[src/design/acl_fm_pkg.sv]
package acl_fm_pkg;

    // Default number of rule slots
    localparam int RULES_DEFAULT = 16;

    // Field widths
    localparam int KIND_W   = 2;
    localparam int INDEX_W  = 4;
    localparam int ADDR_W   = 32;
    localparam int PORT_W   = 16;
    localparam int PROTO_W  = 8;
    localparam int IFACE_W  = 8;
    localparam int DIR_W    = 2;
    localparam int PREFIX_W = 6;

    // Word kinds
    localparam logic [KIND_W-1:0] KIND_PERMIT   = 2'd0;
    localparam logic [KIND_W-1:0] KIND_DENY     = 2'd1;
    localparam logic [KIND_W-1:0] KIND_CLASSIFY = 2'd2;
    localparam logic [KIND_W-1:0] KIND_CLEAR    = 2'd3;

    // Direction and prefix codes
    localparam logic [DIR_W-1:0]    DIR_BOTH   = 2'd2;
    localparam logic [PREFIX_W-1:0] PREFIX_ANY = 6'd33;

    // One rule record, also used to hold the packet under test (128 bits)
    typedef struct packed {
        logic [ADDR_W-1:0]   src_addr;
        logic [ADDR_W-1:0]   dst_addr;
        logic [PORT_W-1:0]   src_port;
        logic [PORT_W-1:0]   dst_port;
        logic [PROTO_W-1:0]  protocol;
        logic [IFACE_W-1:0]  iface;
        logic [DIR_W-1:0]    direction;
        logic                mac_flag;
        logic [PREFIX_W-1:0] src_prefix;
        logic [PREFIX_W-1:0] dst_prefix;
        logic                deny;
    } rule_t;

    // Controller states
    typedef enum logic [1:0] {
        ST_IDLE,
        ST_SCAN,
        ST_DONE
    } state_t;

    // Controller to datapath
    typedef struct packed {
        logic wr_rule;
        logic clr;
        logic load_pkt;
        logic scan_start;
        logic scan;
        logic capture;
        logic load_out;
    } cmd_t;

    // Datapath to controller
    typedef struct packed {
        logic fw_enable;
        logic match;
        logic scan_done;
    } status_t;

endpackage

[src/design/acl_fm_pkt_if.sv]
interface acl_fm_pkt_if;

    logic                                valid;
    logic                                ready;
    logic [acl_fm_pkg::KIND_W-1:0]       kind;
    logic [acl_fm_pkg::INDEX_W-1:0]      index;
    logic [acl_fm_pkg::ADDR_W-1:0]       src_addr;
    logic [acl_fm_pkg::ADDR_W-1:0]       dst_addr;
    logic [acl_fm_pkg::PORT_W-1:0]       src_port;
    logic [acl_fm_pkg::PORT_W-1:0]       dst_port;
    logic [acl_fm_pkg::PROTO_W-1:0]      protocol;
    logic [acl_fm_pkg::IFACE_W-1:0]      iface;
    logic [acl_fm_pkg::DIR_W-1:0]        direction;
    logic                                mac_flag;
    logic [acl_fm_pkg::PREFIX_W-1:0]     src_prefix;
    logic [acl_fm_pkg::PREFIX_W-1:0]     dst_prefix;

    modport source (
        output valid, kind, index, src_addr, dst_addr, src_port, dst_port,
               protocol, iface, direction, mac_flag, src_prefix, dst_prefix,
        input  ready
    );

    modport sink (
        input  valid, kind, index, src_addr, dst_addr, src_port, dst_port,
               protocol, iface, direction, mac_flag, src_prefix, dst_prefix,
        output ready
    );

endinterface

[src/design/acl_fm_res_if.sv]
interface acl_fm_res_if;

    logic                            valid;
    logic                            ready;
    logic                            verdict;
    logic                            hit;
    logic [acl_fm_pkg::INDEX_W-1:0]  hit_index;

    modport source (
        output valid, verdict, hit, hit_index,
        input  ready
    );

    modport sink (
        input  valid, verdict, hit, hit_index,
        output ready
    );

endinterface

[src/design/acl_first_match_packet_filter.sv]
// IPv4 first-match access-control list with RULES rule slots. Each word on
// pkt either writes a permit or deny rule into a slot (slots at or above
// RULES are ignored), clears the table, or classifies a packet; only a
// classify returns a word on res. A classify walks the slots from index 0
// upward through one shared rule comparator fed by the rule memory's single
// registered read port, one slot per cycle, and stops at the first valid
// match: it is accepted, each slot is read from memory and then compared,
// and the result is loaded into the output word, finishing early when a
// slot hits. With the firewall disabled a classify skips the scan and
// returns permit. A new word is accepted while the last result still waits
// on res. Rule contents are not cleared by reset; per-slot valid bits are,
// so no clearing pass is needed.
module acl_first_match_packet_filter #(
    parameter int RULES = acl_fm_pkg::RULES_DEFAULT
) (
    input  logic         clk,
    input  logic         rst_n,
    input  logic         cfg_wr_en,
    input  logic         cfg_wr_data,
    acl_fm_pkt_if.sink   pkt,
    acl_fm_res_if.source res
);

    acl_fm_pkg::cmd_t    cmd;
    acl_fm_pkg::status_t status;
    acl_fm_pkg::rule_t   in_word;

    // Packed rule record from the input word
    always_comb
    begin
        in_word.src_addr   = pkt.src_addr;
        in_word.dst_addr   = pkt.dst_addr;
        in_word.src_port   = pkt.src_port;
        in_word.dst_port   = pkt.dst_port;
        in_word.protocol   = pkt.protocol;
        in_word.iface      = pkt.iface;
        in_word.direction  = pkt.direction;
        in_word.mac_flag   = pkt.mac_flag;
        in_word.src_prefix = pkt.src_prefix;
        in_word.dst_prefix = pkt.dst_prefix;
        in_word.deny       = (pkt.kind == acl_fm_pkg::KIND_DENY);
    end

    acl_fm_ctrl u_ctrl (
        .clk       (clk),
        .rst_n     (rst_n),
        .in_valid  (pkt.valid),
        .in_kind   (pkt.kind),
        .in_ready  (pkt.ready),
        .out_valid (res.valid),
        .out_ready (res.ready),
        .cmd       (cmd),
        .status    (status)
    );

    acl_fm_dp #(
        .RULES (RULES)
    ) u_dp (
        .clk           (clk),
        .rst_n         (rst_n),
        .cfg_wr_en     (cfg_wr_en),
        .cfg_wr_data   (cfg_wr_data),
        .in_word       (in_word),
        .in_index      (pkt.index),
        .cmd           (cmd),
        .status        (status),
        .out_verdict   (res.verdict),
        .out_hit       (res.hit),
        .out_hit_index (res.hit_index)
    );

endmodule

[src/design/acl_fm_ctrl.sv]
module acl_fm_ctrl (
    input  logic                          clk,
    input  logic                          rst_n,
    input  logic                          in_valid,
    input  logic [acl_fm_pkg::KIND_W-1:0] in_kind,
    output logic                          in_ready,
    output logic                          out_valid,
    input  logic                          out_ready,
    output acl_fm_pkg::cmd_t              cmd,
    input  acl_fm_pkg::status_t           status
);

    acl_fm_pkg::state_t state_reg;
    acl_fm_pkg::state_t state_next;
    logic               out_vld_reg;
    logic               out_vld_next;
    logic               in_fire;

    assign in_fire = in_valid && (state_reg == acl_fm_pkg::ST_IDLE);

    // Next state
    always_comb
    begin
        state_next = state_reg;
        unique case (state_reg)
            acl_fm_pkg::ST_IDLE:
            begin
                if (in_valid && in_kind == acl_fm_pkg::KIND_CLASSIFY)
                begin
                    if (status.fw_enable)
                        state_next = acl_fm_pkg::ST_SCAN;
                    else
                        state_next = acl_fm_pkg::ST_DONE;
                end
            end
            acl_fm_pkg::ST_SCAN:
            begin
                if (status.scan_done)
                    state_next = acl_fm_pkg::ST_DONE;
            end
            acl_fm_pkg::ST_DONE:
            begin
                if (!out_vld_reg || out_ready)
                    state_next = acl_fm_pkg::ST_IDLE;
            end
            default:
            begin
                state_next = acl_fm_pkg::ST_IDLE;
            end
        endcase
    end

    // Outputs and datapath commands
    always_comb
    begin
        cmd      = '0;
        in_ready = 1'b0;
        unique case (state_reg)
            acl_fm_pkg::ST_IDLE:
            begin
                in_ready = 1'b1;
                if (in_valid)
                begin
                    unique case (in_kind) inside
                        acl_fm_pkg::KIND_PERMIT, acl_fm_pkg::KIND_DENY:
                        begin
                            cmd.wr_rule = 1'b1;
                        end
                        acl_fm_pkg::KIND_CLEAR:
                        begin
                            cmd.clr = 1'b1;
                        end
                        default:
                        begin
                            // classify: default verdict right away when disabled
                            cmd.load_pkt   = 1'b1;
                            cmd.scan_start = status.fw_enable;
                            cmd.capture    = !status.fw_enable;
                        end
                    endcase
                end
            end
            acl_fm_pkg::ST_SCAN:
            begin
                cmd.scan    = 1'b1;
                cmd.capture = status.scan_done;
            end
            acl_fm_pkg::ST_DONE:
            begin
                cmd.load_out = !out_vld_reg || out_ready;
            end
            default:
            begin
                cmd = '0;
            end
        endcase
    end

    // Result word valid
    always_comb
    begin
        out_vld_next = out_vld_reg;
        if (cmd.load_out)
            out_vld_next = 1'b1;
        else if (out_ready)
            out_vld_next = 1'b0;
    end

    always_ff @(posedge clk or negedge rst_n)
    begin
        if (!rst_n)
        begin
            state_reg   <= acl_fm_pkg::ST_IDLE;
            out_vld_reg <= 1'b0;
        end
        else
        begin
            state_reg   <= state_next;
            out_vld_reg <= out_vld_next;
        end
    end

    assign out_valid = out_vld_reg;

    // Disabled firewall goes straight to the result
    a_disabled_to_done: assert property (@(posedge clk) disable iff (!rst_n)
        (in_fire && in_kind == acl_fm_pkg::KIND_CLASSIFY && !status.fw_enable)
            |=> (state_reg == acl_fm_pkg::ST_DONE))
        else $error("disabled classify did not go to result");

    // End of scan hands over to the result stage
    a_scan_to_done: assert property (@(posedge clk) disable iff (!rst_n)
        (state_reg == acl_fm_pkg::ST_SCAN && status.scan_done)
            |=> (state_reg == acl_fm_pkg::ST_DONE))
        else $error("scan end not followed by result stage");

    // A finished result waits while the output word is still held
    a_done_waits: assert property (@(posedge clk) disable iff (!rst_n)
        (state_reg == acl_fm_pkg::ST_DONE && out_vld_reg && !out_ready)
            |=> (state_reg == acl_fm_pkg::ST_DONE && out_vld_reg))
        else $error("result overwrote a pending output word");

endmodule

[src/design/acl_fm_dp.sv]
module acl_fm_dp #(
    parameter int RULES = acl_fm_pkg::RULES_DEFAULT
) (
    input  logic                           clk,
    input  logic                           rst_n,
    input  logic                           cfg_wr_en,
    input  logic                           cfg_wr_data,
    input  acl_fm_pkg::rule_t              in_word,
    input  logic [acl_fm_pkg::INDEX_W-1:0] in_index,
    input  acl_fm_pkg::cmd_t               cmd,
    output acl_fm_pkg::status_t            status,
    output logic                           out_verdict,
    output logic                           out_hit,
    output logic [acl_fm_pkg::INDEX_W-1:0] out_hit_index
);

    localparam int AW = (RULES > 1) ? $clog2(RULES) : 1;
    localparam logic [AW-1:0] LAST = AW'(RULES - 1);

    // Mask with the top len bits set; len of 32 and above is a full mask
    function automatic logic [acl_fm_pkg::ADDR_W-1:0] prefix_mask(
        input logic [acl_fm_pkg::PREFIX_W-1:0] len
    );
        logic [acl_fm_pkg::ADDR_W-1:0] m;
        if (len == '0)
            m = '0;
        else if (len >= 6'd32)
            m = '1;
        else
            m = {acl_fm_pkg::ADDR_W{1'b1}} << (6'd32 - len);
        return m;
    endfunction

    function automatic logic rule_match(
        input acl_fm_pkg::rule_t r,
        input acl_fm_pkg::rule_t p
    );
        logic [acl_fm_pkg::DIR_W-1:0] rdir;
        logic                         ok;
        // direction code three in a rule acts as both
        rdir = (r.direction > acl_fm_pkg::DIR_BOTH) ? acl_fm_pkg::DIR_BOTH : r.direction;
        ok   = 1'b1;
        if (r.mac_flag && !p.mac_flag)
            ok = 1'b0;
        if (r.iface != '0 && r.iface != p.iface)
            ok = 1'b0;
        if (rdir != acl_fm_pkg::DIR_BOTH && rdir != p.direction)
            ok = 1'b0;
        if (r.src_prefix != acl_fm_pkg::PREFIX_ANY
            && r.src_addr != (p.src_addr & prefix_mask(r.src_prefix)))
            ok = 1'b0;
        if (r.dst_prefix != acl_fm_pkg::PREFIX_ANY
            && r.dst_addr != (p.dst_addr & prefix_mask(r.dst_prefix)))
            ok = 1'b0;
        if (r.src_port != '0 && r.src_port != p.src_port)
            ok = 1'b0;
        if (r.dst_port != '0 && r.dst_port != p.dst_port)
            ok = 1'b0;
        if (r.protocol != '0 && r.protocol != p.protocol)
            ok = 1'b0;
        return ok;
    endfunction

    acl_fm_pkg::rule_t              mem [RULES];
    acl_fm_pkg::rule_t              rd_reg;
    acl_fm_pkg::rule_t              pkt_reg;
    logic [RULES-1:0]               valid_reg;
    logic [RULES-1:0]               valid_next;
    logic                           fw_en_reg;
    logic [AW-1:0]                  ptr_reg;
    logic [AW-1:0]                  ptr_next;
    logic                           issue_reg;
    logic                           issue_next;
    logic                           cmp_vld_reg;
    logic [AW-1:0]                  cmp_idx_reg;
    logic                           res_verdict_reg;
    logic                           res_hit_reg;
    logic [acl_fm_pkg::INDEX_W-1:0] res_idx_reg;
    logic                           out_verdict_reg;
    logic                           out_hit_reg;
    logic [acl_fm_pkg::INDEX_W-1:0] out_idx_reg;
    logic                           wr_en;
    logic [AW-1:0]                  wr_addr;
    logic                           match;

    // Rule writes beyond the table are dropped
    assign wr_en   = cmd.wr_rule && (32'(in_index) < RULES);
    assign wr_addr = AW'(in_index);

    // Rule memory: one write port, one registered read port
    always_ff @(posedge clk)
    begin
        if (wr_en)
            mem[wr_addr] <= in_word;
        rd_reg <= mem[ptr_reg];
    end

    // Valid bits
    always_comb
    begin
        valid_next = valid_reg;
        if (cmd.clr)
            valid_next = '0;
        else if (wr_en)
            valid_next[wr_addr] = 1'b1;
    end

    // Scan pointer: one slot read per cycle, stops after the last slot
    always_comb
    begin
        ptr_next   = ptr_reg;
        issue_next = issue_reg;
        if (cmd.scan_start)
        begin
            ptr_next   = '0;
            issue_next = 1'b1;
        end
        else if (cmd.scan && issue_reg)
        begin
            if (ptr_reg == LAST)
                issue_next = 1'b0;
            else
                ptr_next = ptr_reg + 1'b1;
        end
    end

    // Compare stage on the registered read word
    assign match = cmp_vld_reg && valid_reg[cmp_idx_reg] && rule_match(rd_reg, pkt_reg);

    assign status.fw_enable = fw_en_reg;
    assign status.match     = match;
    assign status.scan_done = match || (cmp_vld_reg && cmp_idx_reg == LAST);

    // Control registers
    always_ff @(posedge clk or negedge rst_n)
    begin
        if (!rst_n)
        begin
            valid_reg   <= '0;
            fw_en_reg   <= 1'b0;
            ptr_reg     <= '0;
            issue_reg   <= 1'b0;
            cmp_vld_reg <= 1'b0;
        end
        else
        begin
            valid_reg   <= valid_next;
            ptr_reg     <= ptr_next;
            issue_reg   <= issue_next;
            cmp_vld_reg <= cmd.scan && issue_reg;
            if (cfg_wr_en)
                fw_en_reg <= cfg_wr_data;
        end
    end

    // Packet, compare index and result payload
    always_ff @(posedge clk)
    begin
        cmp_idx_reg <= ptr_reg;
        if (cmd.load_pkt)
            pkt_reg <= in_word;
        if (cmd.capture)
        begin
            res_verdict_reg <= cmd.scan && match && rd_reg.deny;
            res_hit_reg     <= cmd.scan && match;
            res_idx_reg     <= (cmd.scan && match) ? acl_fm_pkg::INDEX_W'(cmp_idx_reg) : '0;
        end
        if (cmd.load_out)
        begin
            out_verdict_reg <= res_verdict_reg;
            out_hit_reg     <= res_hit_reg;
            out_idx_reg     <= res_idx_reg;
        end
    end

    assign out_verdict   = out_verdict_reg;
    assign out_hit       = out_hit_reg;
    assign out_hit_index = out_idx_reg;

    // A clear leaves no rule valid
    a_clear_empties: assert property (@(posedge clk) disable iff (!rst_n)
        cmd.clr |=> (valid_reg == '0))
        else $error("rule table not empty after clear");

endmodule
[src/flat_wrapper.sv]
// flat-port wrapper written by rule: the top's interface ports become plain ports
module acl_first_match_packet_filter_flat 
#(
    parameter int RULES = acl_fm_pkg::RULES_DEFAULT
)
  (clk, rst_n, cfg_wr_en, cfg_wr_data, pkt_valid, pkt_kind, pkt_index, pkt_src_addr, pkt_dst_addr, pkt_src_port, pkt_dst_port, pkt_protocol, pkt_iface, pkt_direction, pkt_mac_flag, pkt_src_prefix, pkt_dst_prefix, pkt_ready, res_valid, res_verdict, res_hit, res_hit_index, res_ready);
  acl_fm_pkt_if pkt_i ();
  acl_fm_res_if res_i ();
  input  logic clk;
  input  logic rst_n;
  input  logic cfg_wr_en;
  input  logic cfg_wr_data;
  input wire logic [$bits(pkt_i.valid)-1:0] pkt_valid;
  input wire logic [$bits(pkt_i.kind)-1:0] pkt_kind;
  input wire logic [$bits(pkt_i.index)-1:0] pkt_index;
  input wire logic [$bits(pkt_i.src_addr)-1:0] pkt_src_addr;
  input wire logic [$bits(pkt_i.dst_addr)-1:0] pkt_dst_addr;
  input wire logic [$bits(pkt_i.src_port)-1:0] pkt_src_port;
  input wire logic [$bits(pkt_i.dst_port)-1:0] pkt_dst_port;
  input wire logic [$bits(pkt_i.protocol)-1:0] pkt_protocol;
  input wire logic [$bits(pkt_i.iface)-1:0] pkt_iface;
  input wire logic [$bits(pkt_i.direction)-1:0] pkt_direction;
  input wire logic [$bits(pkt_i.mac_flag)-1:0] pkt_mac_flag;
  input wire logic [$bits(pkt_i.src_prefix)-1:0] pkt_src_prefix;
  input wire logic [$bits(pkt_i.dst_prefix)-1:0] pkt_dst_prefix;
  output wire logic [$bits(pkt_i.ready)-1:0] pkt_ready;
  output wire logic [$bits(res_i.valid)-1:0] res_valid;
  output wire logic [$bits(res_i.verdict)-1:0] res_verdict;
  output wire logic [$bits(res_i.hit)-1:0] res_hit;
  output wire logic [$bits(res_i.hit_index)-1:0] res_hit_index;
  input wire logic [$bits(res_i.ready)-1:0] res_ready;
  assign pkt_i.valid = pkt_valid;
  assign pkt_i.kind = pkt_kind;
  assign pkt_i.index = pkt_index;
  assign pkt_i.src_addr = pkt_src_addr;
  assign pkt_i.dst_addr = pkt_dst_addr;
  assign pkt_i.src_port = pkt_src_port;
  assign pkt_i.dst_port = pkt_dst_port;
  assign pkt_i.protocol = pkt_protocol;
  assign pkt_i.iface = pkt_iface;
  assign pkt_i.direction = pkt_direction;
  assign pkt_i.mac_flag = pkt_mac_flag;
  assign pkt_i.src_prefix = pkt_src_prefix;
  assign pkt_i.dst_prefix = pkt_dst_prefix;
  assign pkt_ready = pkt_i.ready;
  assign res_valid = res_i.valid;
  assign res_verdict = res_i.verdict;
  assign res_hit = res_i.hit;
  assign res_hit_index = res_i.hit_index;
  assign res_i.ready = res_ready;
  acl_first_match_packet_filter #(.RULES(RULES)) u_core (.clk(clk), .rst_n(rst_n), .cfg_wr_en(cfg_wr_en), .cfg_wr_data(cfg_wr_data), .pkt(pkt_i), .res(res_i));
endmodule
[config.mk]
export PLATFORM = sky130hd
export DESIGN_NAME = acl_first_match_packet_filter_flat
export DESIGN_NICKNAME = d
export VERILOG_FILES = /design/src/design/acl_fm_pkg.sv /design/src/design/acl_fm_pkt_if.sv /design/src/design/acl_fm_res_if.sv /design/src/design/acl_first_match_packet_filter.sv /design/src/design/acl_fm_ctrl.sv /design/src/design/acl_fm_dp.sv /design/src/flat_wrapper.sv
export SDC_FILE = /design/constraint.sdc
export NUM_CORES = 2
export LEC_CHECK = 0
export BUFFER_PORTS_ARGS = -buffer_cell sky130_fd_sc_hd__buf_2
export CORE_UTILIZATION = 30
export DETAILED_ROUTE_END_ITERATION = 10
export PLACE_DENSITY = 0.46
export RECOVER_POWER = 100
export SYNTH_ARGS = -nofsm -noshare
export SYNTH_HDL_FRONTEND = slang
export SYNTH_SLANG_ARGS = --single-unit
[constraint.sdc]
create_clock -name clk -period 17.68 [get_ports clk]
set_input_delay 2.652 -clock clk [delete_from_list [all_inputs] [get_ports clk]]
set_output_delay 2.652 -clock clk [all_outputs]
set_load 0.01 [all_outputs]
# [Word-level counts from Yosys, hierarchy flattened]
# Memory sizes are Yosys's and may differ from the RTL's. A register that Yosys moved wholly into a read port is not among the register bits.
# Cells that the tools add are included.
[word_totals] output_inout_bits=8 register_bits=157 mem_bits_rw=2048 inputBits=139 latchBits=0 memories=1 romBits=0 wordCells=141
[op_classes] bitwise_logic=3 multipliers=0 shifts=2 muxes=45 add_sub_neg=3 eq_ne=21 magnitude_cmp=6 n_div=0 n_reduce_logical=38
[mem_list] memory="u_core.u_dp.mem" words=16 word_bits=128 rd=1 rd_clocked_by_memory_dff=1 wr=1 line="acl_fm_dp.sv:64" text="acl_fm_pkg::rule_t mem [RULES];"
[op_table] operator="two-way mux 32 bit" n=4
[op_table] operator="AND 32 bit" n=2
[op_table] operator="inequality test 32 bit" n=2
[op_table] operator="left shift 32 x 6 -> 32 bit (first input constant)" n=2
[op_table] operator="two-way mux 16 bit" n=2
[op_table] operator="inequality test 16 bit" n=2
[op_table] operator="nonzero test 16 bit" n=2
[op_table] operator="two-way mux 1 bit" n=24
[op_table] operator="two-way mux 4 bit" n=5
[op_table] operator="logical AND 1 bit" n=16
[op_table] operator="inequality test 8 bit" n=2
[op_table] operator="bitwise OR 16 bit" n=1
[op_table] operator="nonzero test 8 bit" n=2
[op_table] operator="greater-or-equal comparator 6 bit (second input constant)" n=2
[op_table] operator="logical NOT 6 bit" n=2
[op_table] operator="two-way mux 2 bit" n=6
[op_table] operator="inequality test 6 bit (second input constant)" n=2
[op_table] operator="subtractor 6 bit (first input constant)" n=2
[op_table] operator="< comparator 4 x 5 -> 1 bit (second input constant)" n=2
[op_table] operator="== test 4 bit (second input constant)" n=2
[op_table] operator="nonzero test 2 bit" n=4
[op_table] operator="== test 2 bit (second input constant)" n=3
[op_table] operator="inequality test 2 bit (second input constant)" n=3
[op_table] operator="case mux 2 bit (3 select lines)" n=1
[op_table] operator="other kinds (16)" n=23

# [Logic depth before layout (Yosys ltp)]
[logic_depth] depth_word=16 ltp_mapped=16 depth_no_buf=14

# [By module]
# A second synthesis with hierarchy kept.
[unflattened] hier_cells=3838 area_unflattened_um2=88023.2
[by_module_without_submodules] module="acl_fm_dp" seq_area_each_um2=68530.7 n_inst=1 area_per_inst_um2=87813.0 cells_each=3817
[by_module_without_submodules] module="acl_fm_ctrl" seq_area_each_um2=75.1 n_inst=1 area_per_inst_um2=196.4 cells_each=20
[by_module_without_submodules] module="acl_first_match_packet_filter" seq_area_each_um2=0.0 n_inst=1 area_per_inst_um2=13.8 cells_each=1

# [Worst setup path before layout]
# No wires, ideal clock.
[synth_path] path_kind="input to register" startpoint="in pkt_valid" endpoint="reg u_core.u_dp.res_hit_reg, enable pin" path_buffers=0 setup_time_ns=0.329 stages=3 setup_slack_ns=4.896 required_time_ns=17.351 t_arrival_ns=12.455 path_cell_list="nand2_1 nor3b_1 a221o_1"
[synth_lines] item="start, declared" line="flat_wrapper.sv:13" text="input wire logic [$bits(pkt_i.valid)-1:0] pkt_valid;"
[synth_lines] item="end signal, assigned" line="acl_fm_dp.sv:165" text="res_hit_reg <= cmd.scan && match;"
[synth_lines] item="end, declared" line="acl_fm_dp.sv:77" text="logic res_hit_reg;"

# [Worst setup path after layout]
[layout_path] startpoint="in pkt_valid" endpoint="mem u_core.u_dp.mem[15][71] (netlist bit), enable pin"
[layout_via] elab_chain_cells=4
[layout_lines] item="two-way mux 4 bit" line="acl_fm_ctrl.sv:62" text="if (in_valid)"
[layout_lines] item="two-way mux 4 bit" line="acl_fm_ctrl.sv:58" text="unique case (state_reg)"
[layout_lines] item="two-way mux 1 bit" line="acl_fm_dp.sv:93" text="if (wr_en)"
[layout_lines] item="two-way mux 1 bit (not written as such)" line="acl_fm_dp.sv:94" text="mem[wr_addr] <= in_word;"
[layout_lines] item="end, declared" line="acl_fm_dp.sv:64"
# No other way between the ends.

==> results.md <==
* RR Endpoint: u_core.u_dp.mem[15][71]
* Post-cts resize count at 0
* Area share of the largest cell type after synthesis at 0.741
* #FFs+latches synth at 2333
* Cells after synthesis at 3797
* Hold Path Stages at 0
* R2R Path Start: u_core.u_ctrl.state_reg[1]
* DR pass1 iterations at 5
* Cell breakdown of the critical path: buf_2, nand2_1, nor2_1, nand3_1, nor2_1, clkbuf_1, clkbuf_1, buf_4
* Max FFs per register at 2048
* Pin count of the biggest net entering global routing at 130
* Clk slew on worst S/H paths at 0.06 ns
* CTS Buf Count at 240
* Crit path required time at 18.16 ns
* F_max at 89.0 MHz
* Post-synth top flop: edfxtp_1
* Maxcap violations at 53
* Die X at 544 um
* Slowest CP cell: clkbuf_1
* Die area at 296000 sq um
* Initial antenna violation count at 49
* Clock Skews at 0.0587 ns
* Setup TNS Final at 0 ns
* Synth unique cells at 91
* Max H-tree Level at 4
* Critical path type: input pin to flop
* RSZ-0062 raised after global routing: no
* Remaining antenna violation count at 0
* Failing checks: capacitance limit, slew limit
* Worst slew pin tran at 8.99 ns
* Count leader, synth: edfxtp_1
* Initial DRC count at 3139
* Critical Path Fanout Max at 42
* Detailed Route WL at 227 mm
* Syn nets at 3946
* Reg2Reg Depth at 8
* Share of layout cells above drive strength 1 at 0.247
* Post-synth EDFFs at 2175
* Boundary Pins at 147
* Seq/Total Area, Yosys at 0.779
* Worst-Skew Late Latency at 0.88 ns
* Critical path's top delay family: buffers and inverters
* Row count at 198
* Startpoint Class: input pin
* HP Class: flop to flop
* CTS tree: yes
* Final Critical Period at 11.24 ns
* Hold Startpoint: u_core.u_dp.res_idx_reg[2]
* Buf+Inv Stages, Crit Path at 4
* Routed len/inst at 27.7 um
* Dpl hpwl at 121 mm
* Gp weighted congestion at 0.795
* Placed insts at 7731
* Number of remaining DRC errors at 0
* Rel. slew slack at -5.00
* Nets@finish at 4222
* PD cells at 153 nW/um^2
* Starting density of the core at 0.302
* Pins over their slew limit at 2420
* Avg Cell Area, Syn at 23.2 sq um
* IO buf count at 146
* Finished Layout Cells at 8199
* WP data arrival at 11.72 ns
* Hold Path End: u_core.u_dp.out_hit_index[2]
* P&R area growth vs syn at 14.8%
* First-pass GRT wire length at 323 mm
* Tot GR Track Use at 0.153
* CTS hold repair buffers at 0
* Pleak at 30.8 nW
* Final Hold Vio Count at 0
* Mapped Area at 88100 sq um
* Flop2flop setup slack at 7.61 ns
* Warnings from Yosys at 0
* VDD IR-drop max at 0.000119 V
* Largest area contributor in the synthesized netlist: edfxtp_1
* Total area of sequential cells at 68600 sq um
* Vias in the first global route at 42363
* Synth cell count leaders: edfxtp_1 (2175), mux4_2 (644), dfxtp_1 (132), clkbuf_1 (114), xor2_1 (55)
* FFs w/ async S/R, synth at 0.0111
* Setup-failing EPs final at 0
* Area of the multi-input gates at 18700 sq um
* Root buf cell: clkbuf_16
* Clk buf depth at 3
* GRT overflow at 0
* Outcome: finished with violations
* Levels on crit path at 8
* Area contributors post-synth: edfxtp_1 (74%), mux4_2 (16%), dfxtp_1 (3.0%)
* Via density at 4.89
* # clock sinks at 2333
* Core area at 292000 sq um
* Post-route clock period utilization at 0.636
* Via count at 40113
* Critical Path Max Stage Delay at 2.95 ns
* Setup bufs post-CTS at 0
* Number of fill cells in the layout at 27097
* Endpoint class of the critical path: flop
* Die height at 544 um
## final cells by class
| class | count | share of cell area |
|---|---|---|
| Inverter | 31 | 0.00115 |
| Antenna cell | 9 | 0.000223 |
| Clock buffer | 320 | 0.0641 |
| Timing Repair Buffer | 213 | 0.00947 |
| Tap cell | 3900 | 0.0482 |
| Clock inverter | 139 | 0.0139 |
| Sequential cell | 2333 | 0.678 |
| Multi-Input combinational cell | 1254 | 0.185 |
## per-layer routing
metal  up-vias  global-route usage  share of wire
li1      16788                   -              -
met5         -                   0        0.00079
met3       346              0.0261          0.044
met2       914               0.255           0.49
met4        30              0.0368          0.021
met1     22035               0.207           0.44
## kinds of logic (layout without fill, tap and decap cells)
group	after synthesis	count (layout)	synth area share
xor+xnor	65	65	0.00667
buf+inv	210	703	0.00947
fa+ha+maj	10	10	0.00142
flops	2333	2333	0.779
other cells	0	9	0
compound gates	212	212	0.0179
mux	660	660	0.167
simple gates	307	307	0.0195
## worst max-delay path by stage
stage | start | endpoint | slack, ns
floorplan | pkt_valid | u_core.u_dp.res_hit_reg | 4.90
global placement | pkt_valid | u_core.u_dp.mem[15][18] | 10.43
detailed placement | pkt_valid | u_core.u_dp.mem[15][49] | 10.50
global route | pkt_valid | u_core.u_dp.mem[15][71] | 5.74
CTS | pkt_valid | u_core.u_dp.mem[15][71] | 11.46
finish | pkt_valid | u_core.u_dp.mem[15][71] | 6.44
## where the power goes
| part | total [W] | switching [W] | internal [W] |
|---|---|---|---|
| sequential | 0.00670 | 0.000383 | 0.00631 |
| combinational | 0.00372 | 0.00179 | 0.00192 |
| clock | 0.00503 | 0.00215 | 0.00289 |
| total | 0.0154 | 0.00432 | 0.0111 |
## placed cells by master, fill, tap and decap left out, drive strengths merged, types with 7 or more instances in the layout
| master | synthesis | routed |
|---|---|---|
| nand2b | 30 | 30 |
| o22ai | 7 | 7 |
| dfrtp | 26 | 26 |
| inv | 30 | 36 |
| nor4 | 36 | 36 |
| clkbuf | 115 | 498 |
| mux4 | 644 | 644 |
| bufinv | 0 | 21 |
| or2 | 7 | 7 |
| xor2 | 55 | 55 |
| mux2i | 10 | 10 |
| nor3 | 19 | 19 |
| clkinvlp | 0 | 7 |
| o21ai | 39 | 39 |
| nand4 | 15 | 15 |
| nor2b | 21 | 21 |
| nand2 | 54 | 54 |
| a211o | 8 | 8 |
| a22oi | 11 | 11 |
| clkinv | 1 | 106 |
| or3 | 8 | 8 |
| a211oi | 10 | 10 |
| or4 | 8 | 8 |
| o21a | 21 | 21 |
| nor2 | 46 | 46 |
| xnor2 | 10 | 10 |
| buf | 64 | 35 |
| a21boi | 12 | 12 |
| ha | 10 | 10 |
| and2 | 12 | 12 |
| nand3 | 19 | 19 |
| edfxtp | 2175 | 2175 |
| o2111ai | 7 | 7 |
| and3 | 7 | 7 |
| dfxtp | 132 | 132 |
| diode | 0 | 9 |
| a21oi | 22 | 22 |
## metrics by stage
stage                     worst slack [ns]  total power [W]  hold WS, ns  cell area, sq um   util
after floorplan                       4.90          0.00926        0.345             88100      -
after global placement               10.43           0.0105        0.403             93800  0.322
after detailed placement             10.50           0.0105        0.412             93800  0.322
after CTS                            11.46           0.0155        0.427            102000  0.349
after global routing                  5.74           0.0161        0.438            101000  0.347
final                                 6.44           0.0154        0.427            101000  0.347
Power figures use the tool's default switching activity.
